`src/hdl/spgb_pkg.sv`:
```
`timescale 1ns / 1ps
// Shared constants, codes and helpers for the spatial grid broadphase block.
// Used by spgb_div and spatial_grid_broadphase_top.
package spgb_pkg;

	localparam int ID_W     = 6;
	localparam int POS_W    = 16;
	localparam int CELL_W   = 4;
	localparam int CFG_W    = 16;
	localparam int CELL_CAP = 4;
	localparam int CNT_W    = 3;
	localparam int SLOT_W   = 2;
	localparam int CIDX_W   = 2 * CELL_W;
	localparam int MIDX_W   = CIDX_W + SLOT_W;
	localparam int NUM_OBJ  = 64;
	localparam int NUM_CELL = 256;
	localparam int NUM_SLOT = NUM_CELL * CELL_CAP;
	localparam int DIV_W    = POS_W + 1;
	localparam int K_W      = 4;
	localparam int STAT_W   = 2;
	localparam int KIND_W   = 3;

	localparam logic [K_W-1:0] K_LAST = 4'd8;

	localparam logic [KIND_W-1:0] KIND_PLACE_POS  = 3'd0;
	localparam logic [KIND_W-1:0] KIND_PLACE_CELL = 3'd1;
	localparam logic [KIND_W-1:0] KIND_MOVE       = 3'd2;
	localparam logic [KIND_W-1:0] KIND_REMOVE     = 3'd3;
	localparam logic [KIND_W-1:0] KIND_QUERY      = 3'd4;

	localparam logic [STAT_W-1:0] ST_OK      = 2'd0;
	localparam logic [STAT_W-1:0] ST_FULL    = 2'd1;
	localparam logic [STAT_W-1:0] ST_OUTSIDE = 2'd2;
	localparam logic [STAT_W-1:0] ST_BAD     = 2'd3;

	localparam logic REG_CELL_WIDTH  = 1'b0;
	localparam logic REG_CELL_HEIGHT = 1'b1;

	// Row-major cell index: (y + 8) * 16 + (x + 8).
	function automatic logic [CIDX_W-1:0] cell_index(input logic [CELL_W-1:0] x,
		input logic [CELL_W-1:0] y);
		cell_index = {~y[CELL_W-1], y[CELL_W-2:0], ~x[CELL_W-1], x[CELL_W-2:0]};
	endfunction

	// Neighbour offsets in visit order, as 2-bit signed values.
	function automatic logic [1:0] q_dx(input logic [K_W-1:0] k);
		unique case (k)
			4'd0, 4'd3, 4'd6: q_dx = 2'b11;
			4'd1, 4'd4, 4'd7: q_dx = 2'b00;
			default:          q_dx = 2'b01;
		endcase
	endfunction

	function automatic logic [1:0] q_dy(input logic [K_W-1:0] k);
		unique case (k)
			4'd0, 4'd1, 4'd2: q_dy = 2'b01;
			4'd3, 4'd4, 4'd5: q_dy = 2'b00;
			default:          q_dy = 2'b11;
		endcase
	endfunction

endpackage

```
`src/hdl/spgb_div.sv`:
```
`timescale 1ns / 1ps
// Restoring divider, one quotient bit per cycle.
// Depends on spgb_pkg for the operand width.
module spgb_div (
	input  logic                      clk,
	input  logic                      arst_n,
	input  logic                      start,
	input  logic [spgb_pkg::DIV_W-1:0] num,
	input  logic [spgb_pkg::DIV_W-1:0] den,
	output logic                      done,
	output logic [spgb_pkg::DIV_W-1:0] quot
);

	logic [spgb_pkg::DIV_W-1:0] num_q, den_q, rem_q, quot_q;
	logic [4:0]                 cnt_q;
	logic                       busy_q, done_q;
	logic [spgb_pkg::DIV_W:0]   sh;
	logic                       ge;

	assign sh = {rem_q, num_q[spgb_pkg::DIV_W-1]};
	assign ge = sh >= {1'b0, den_q};

	always_ff @(posedge clk or negedge arst_n) begin
		if (!arst_n) begin
			busy_q <= 1'b0;
			done_q <= 1'b0;
			cnt_q  <= '0;
		end else if (start) begin
			busy_q <= 1'b1;
			done_q <= 1'b0;
			cnt_q  <= 5'(spgb_pkg::DIV_W);
		end else if (busy_q) begin
			cnt_q <= cnt_q - 5'd1;
			if (cnt_q == 5'd1) begin
				busy_q <= 1'b0;
				done_q <= 1'b1;
			end
		end
	end

	always_ff @(posedge clk) begin
		if (start) begin
			num_q  <= num;
			den_q  <= den;
			rem_q  <= '0;
			quot_q <= '0;
		end else if (busy_q) begin
			num_q  <= {num_q[spgb_pkg::DIV_W-2:0], 1'b0};
			rem_q  <= ge ? spgb_pkg::DIV_W'(sh - {1'b0, den_q}) : sh[spgb_pkg::DIV_W-1:0];
			quot_q <= {quot_q[spgb_pkg::DIV_W-2:0], ge};
		end
	end

	assign done = done_q;
	assign quot = quot_q;

	a_done_idle: assert property (@(posedge clk) disable iff (!arst_n)
		done_q |-> !busy_q) else $error("divider done while busy");
	a_start_clears: assert property (@(posedge clk) disable iff (!arst_n)
		start |=> busy_q && !done_q) else $error("divider start not taken");
	a_count_busy: assert property (@(posedge clk) disable iff (!arst_n)
		busy_q |-> cnt_q != 5'd0) else $error("divider count ran out while busy");

endmodule

```
`config.mk`:
```
export PLATFORM = sky130hd
export DESIGN_NAME = spgb_div
export DESIGN_NICKNAME = d
export VERILOG_FILES = /design/src/hdl/spgb_pkg.sv /design/src/hdl/spgb_div.sv
export SDC_FILE = /design/constraint.sdc
export NUM_CORES = 1
export LEC_CHECK = 0
export BUFFER_PORTS_ARGS = -buffer_cell sky130_fd_sc_hd__buf_4
export CAP_MARGIN = 0
export CORE_MARGIN = 5
export CORE_UTILIZATION = 40
export CTS_BUF_LIST = sky130_fd_sc_hd__clkbuf_8 sky130_fd_sc_hd__clkbuf_16
export DETAILED_ROUTE_END_ITERATION = 8
export GPL_TIMING_DRIVEN = 0
export SLEW_MARGIN = 20
export SYNTH_ARGS = -nofsm -noshare
export SYNTH_HDL_FRONTEND = slang
export SYNTH_SLANG_ARGS = --single-unit
```
`constraint.sdc`:
```
create_clock -name clk -period 2.9 [get_ports clk]
set_input_delay 0.87 -clock clk [delete_from_list [all_inputs] [get_ports clk]]
set_output_delay 0.87 -clock clk [all_outputs]
set_load 0.02 [all_outputs]
```
After elaboration in Yosys (flattened, before gate mapping)
Cells that the tools add are included.

cells by class
  $add $sub $neg = 2
  magnitude comparators = 1
  eq/ne operators = 1
  mux-type cells = 11
  reduce and logical (&&, ||, !) cells = 3

operator list
  cell                                                                number
  17-bit two-way mux                                                  3
  18-bit by 17-bit >= comparator with 1-bit output                    1
  17-bit subtractor                                                   1
  5-bit two-way mux                                                   2
  1-bit two-way mux                                                   6
  5-bit by 1-bit == test with 1-bit output, second input constant     1
  5-bit by 1-bit subtractor with 5-bit output, second input constant  1
  2-bit nonzero test                                                  2
  2-bit AND reduction                                                 1

word-level totals
  register bits after elaboration = 75
  input bits = 37
  logic and storage cells = 25

Logic depth before layout (Yosys ltp)
  depth after elaboration = 4
  gate-level depth with buffers = 11

Least setup slack after synthesis
No wires, ideal clock.

  path kind = flip-flop to flip-flop
  from = register num_q[16] in the netlist's numbering
  to = register rem_q[0] in the netlist's numbering
  setup time = 0.086 ns
  arrival = 2.404 ns
  data required time = 2.814 ns
  path slack = 0.410 ns
  cell stages (with the launch flop) = 11
  cells stage by stage = edfxtp_1 > inv_1 > ha_1 > inv_1 > fa_1 > a21o_1 > a221oi_2 > a211o_4 > nand3_4 > mux2_1 > a211oi_1

between the ends
  cells in the longest elaborated chain, start to end = 2

RTL lines
  item                                                                                          line                            text
  start: declaration                                                                            spgb_div.sv:14                  logic [spgb_pkg::DIV_W-1:0] num_q, den_q, rem_q, quot_q;
  start signal: assignment                                                                      spgb_div.sv:43                  num_q <= num;
  start signal: assignment                                                                      spgb_div.sv:48                  num_q <= {num_q[spgb_pkg::DIV_W-2:0], 1'b0};
  17-bit subtractor / 18-bit by 17-bit >= comparator with 1-bit output (equally long branches)  spgb_div.sv:49, spgb_div.sv:21
  17-bit two-way mux *                                                                          spgb_div.sv:49                  rem_q <= ge ? spgb_pkg::DIV_W'(sh - {1'b0, den_q}) : sh[spgb_pkg::DIV_W-1:0];
  end signal: assignment                                                                        spgb_div.sv:49
  end: declaration                                                                              spgb_div.sv:14

Mark *: on every way between the ends. The rest lies on a longest branch, timed or not.
A chain may end at the register's enable or synchronous reset.

Worst setup path in the final report
  from = register num_q[16] in the netlist's numbering
  to = register rem_q[4] in the netlist's numbering

Same word-level chain as after synthesis.

==> results.py <==
metrics = {
    "drt": {
        "vias": 2784,
        "drc": 0,
        "routedWlPerCell_um": 14.82,
        "vias_per_cell": 5.034,
        "firstDrtPassIters": 4,
        "routed_wl_um": 8193,
        "drtIter0Drc": 113,
        "final_antenna_net_count": 0,
    },
    "yosys": {
        "syn_area_per_cell_um2": 10.88,
        "synth_area_um2": 3851,
        "syn-num-nets": 411,
        "synth_edf_count": 34,
        "synth_seq_cells": 75,
        "ys_seq_area_frac": 0.4873,
        "synthFlopType": "edfxtp_1",
        "ys.warnings.count": 0,
        "synthArstFlopShare": 0.09333,
        "ys_types": 58,
        "netlist_instances": 354,
    },
    "power_and_ir_drop": {
        "switching_power_mw": 1.396,
        "vdd_drop_max_mv": 0.3029,
        "internal-power_mw": 2.518,
        "swShare": 0.3568,
        "combPwrFrac": 0.392,
        "seqPwrFrac": 0.374,
        "power_density_nw_per_um2": 840.4,
        "leakage_nw": 2.047,
        "p_clk_frac": 0.234,
    },
    "grt": {
        "grt_max_degree": 19,
        "grt_pass1_vias": 2638,
        "antenna_found_initial": 0,
        "grt_use_total": 0.1464,
        "grt_pass1_wl_um": 13320,
        "grt_overflow": 0,
    },
    "worst_setup_path": {
        "crit_path_end_kind": "flip-flop",
        "crit_slowest_cell": "fa_1",
        "start_kind": "flip-flop",
        "cp.arrival_ns": 3.00,
        "critPathKind": "flip-flop to flip-flop",
        "cp.required_ns": 3.16,
        "critPathMostFrequentCell": "inv_1",
        "cp_top_family": "compound AO/OA/AOI/OAI gates",
        "crit_fanout": 10,
        "critical_path_buf_inv_count": 3,
        "path_cells": "inv_1 > ha_1 > inv_1 > fa_1 > a21o_1 > a221oi_4 > a211o_4 > nand3_4 > buf_12 > mux2i_1 > a211oi_1",
        "slowest_delay_ns": 0.40,
    },
    "sta": {
        "skew_ns": 0.01048,
        "slew_headroom": 0.5223,
        "finalMaxSlewViolations": 0,
        "tightestPinTransition_ns": 0.7148,
        "grt_setup_unrepaired": "false",
        "setup_viol": 0,
        "max_freq_mhz": 365.5,
        "timing.final.crit_share": 0.9435,
        "fin_tns_setup_ns": 0,
        "fin_crit_ns": 2.736,
        "hold_viol": 0,
    },
    "final_layout": {
        "nNetsFinal": 476,
        "drive_gt1_frac": 0.2382,
        "area_growth_pct": 20.92,
        "fin_area_um2": 4657,
        "antennaDiodeCount": 0,
    },
    "floorplanning": {
        "rows": 35,
        "core_um2": 9328,
        "die_x_um": 108.1,
        "die_area_um2": 11690,
        "die_h_um": 108.1,
        "start_util": 0.4129,
        "ios": 55,
    },
    "place": {
        "dpl_cell_area_um2": 4418,
        "hpwl_um": 5891,
        "io_buffers": 54,
        "gp_congestion": 0.8651,
    },
    "min_path": {
        "min_path_type": "input port to asynchronous set/reset pin",
    },
    "clock_network": {
        "clockRootBuffer": "clkbuf_8",
        "postCtsSetupBuffers": 0,
        "cts_max_level": 3,
        "path_clk_slew_ns": 0.09,
        "clock-sinks": 75,
        "clkLatencyLatePin_ns": 0.36,
        "cts_tree": "done",
        "cts_buffers": 9,
        "cts.path.max_buffers": 2,
    },
    "outcome": {
        "status": "completed",
    },
    "job": {
        "max-cap-violations": 0,
    },
}
==> registers in the layout, summed over array words and instances (netlist names) <==
name	flops
done	1
num_q	17
cnt_q	5
rem_q	17
quot	17
busy_q	1
den_q	17
==> through the flow <==
stage	hold WS, ns	total power, mW	worst slack (ns)	std cells	utilization
after CTS	0.3051	3.932	0.03786	553	0.4981
final	0.3124	3.914	0.1637	553	0.4993
after global placement	0.4826	2.982	0.01341	537	0.4736
after floorplan	0.4780	2.645	0.4105	354	-
after global routing	0.3023	4.185	0.01703	553	0.4993
after detailed placement	0.5021	3.006	-0.003840	537	0.4736
==> worst paths after layout <==
| path | from | end | slack [ns] | cells after the start |
|---|---|---|---|---|
| setup / recovery | num_q[16]$_DFFE_PP_ | rem_q[4]$_SDFFE_PP0P_ | 0.16 | 11 |
| hold / removal | arst_n | cnt_q[2]$_DFFE_PN0P_ | 0.31 | 1 |
| setup reg to reg | num_q[16]$_DFFE_PP_ | rem_q[4]$_SDFFE_PP0P_ | 0.16 | 11 |
| hold reg to reg | rem_q[3]$_SDFFE_PP0P_ | rem_q[3]$_SDFFE_PP0P_ | 0.51 | 2 |
| max in group asynchronous | arst_n | busy_q$_DFF_PN0_ | 2.47 | 1 |
| min in group clk | rem_q[3]$_SDFFE_PP0P_ | rem_q[3]$_SDFFE_PP0P_ | 0.51 | 2 |
==> worst register-to-register path, cell delays in order (launching register included) <==
cell and delay [ns]:
edfxtp_1 0.37, inv_1 0.10, ha_1 0.17, inv_1 0.05
fa_1 0.40, a21o_1 0.24, a221oi_4 0.40, a211o_4 0.23
nand3_4 0.10, buf_12 0.19, mux2i_1 0.13, a211oi_1 0.27
==> layout by cell type, fill, tap and decap left out, types with 2 or more instances in the layout <==
cell / synthesis / final
clkbuf_8: 0 / 10
a21oi_1: 12 / 12
nand2_2: 2 / 2
ha_1: 19 / 19
o31a_1: 3 / 3
mux2i_1: 24 / 24
buf_4: 0 / 54
xor2_1: 8 / 8
buf_1: 4 / 4
nand3_1: 8 / 8
o21ai_0: 10 / 10
o211ai_1: 2 / 2
clkbuf_1: 10 / 10
o2111ai_1: 2 / 2
mux2_2: 16 / 16
xnor2_1: 8 / 8
nor3_1: 2 / 2
a31oi_1: 3 / 3
inv_1: 24 / 24
a21o_1: 4 / 4
o221ai_1: 2 / 2
a211oi_1: 12 / 12
nand2b_1: 2 / 2
dfrtp_1: 7 / 7
nor2b_1: 2 / 2
and3_1: 3 / 3
nand4_1: 6 / 6
edfxtp_1: 34 / 34
nor2_1: 40 / 40
dfxtp_1: 34 / 34
nand2_1: 18 / 18
o21a_1: 5 / 5
==> power groups by stage <==
stage	sequential, mW	combinational, mW	clock [mW]
finish	1.46	1.53	0.915
global route	1.49	1.71	0.991
CTS	1.46	1.53	0.939
detailed placement	1.48	1.52	0
global placement	1.48	1.51	0
floorplan	1.45	1.19	0
==> layer usage <==
metal,share of wire,GRT usage
met2,0.46,0.2265
met3,0.031,0.02627
met1,0.48,0.1999
met4,0.020,0.06583
met5,0,0
==> repair_timing <==
action	CTS	global route
hold buffers	0	0
endpoints found under the setup margin	0	13
resized for setup	0	1
==> cells in the mapped netlist, drive strengths merged, types with 2 or more instances <==
| cell type | n | area, um^2 |
|---|---|---|
| a211oi | 12 | 90.09 |
| a21o | 4 | 30.03 |
| a21oi | 13 | 68.82 |
| a221oi | 2 | 23.77 |
| a311oi | 2 | 23.77 |
| a31oi | 3 | 18.77 |
| and3 | 3 | 18.77 |
| buf | 6 | 46.29 |
| clkbuf | 10 | 37.54 |
| dfrtp | 7 | 175.2 |
| dfxtp | 34 | 680.7 |
| edfxtp | 34 | 1021 |
| ha | 19 | 237.7 |
| inv | 24 | 90.09 |
| mux2 | 17 | 191.4 |
| mux2i | 24 | 240.2 |
| nand2 | 20 | 80.07 |
| nand2b | 2 | 12.51 |
| nand3 | 9 | 57.56 |
| nand4 | 6 | 37.54 |
| nor2 | 40 | 150.1 |
| nor2b | 2 | 12.51 |
| nor3 | 2 | 10.01 |
| o2111ai | 2 | 17.52 |
| o211ai | 2 | 15.01 |
| o21a | 5 | 37.54 |
| o21ai | 11 | 55.05 |
| o221ai | 2 | 17.52 |
| o31a | 3 | 26.28 |
| or2 | 2 | 15.02 |
| or4 | 2 | 18.77 |
| xnor2 | 8 | 70.07 |
| xor2 | 8 | 70.07 |
==> kinds of logic (layout without fill, tap and decap cells) <==
family,Yosys count,count (layout),synth area share
AND/OR/NAND/NOR,94,94,0.1189
flip-flops,75,75,0.4873
AO/OA/AOI/OAI,68,68,0.1332
multiplexers,41,41,0.1121
buffers and inverters,40,110,0.04516
adder cells (fa/ha/maj),20,20,0.06693
XOR/XNOR,16,16,0.03639
==> area by class of cell <==
type	instances	area (um^2)
fillers	881	4671
flip-flops and latches	75	1877
multi-input cells	239	1812
repair buffers	54	405.4
clock buffers	11	162.7
well taps	129	161.4
inverters	24	90.09
plain buffers	16	83.83
clock inverters	5	65.06
Power figures use the tool's default switching activity.
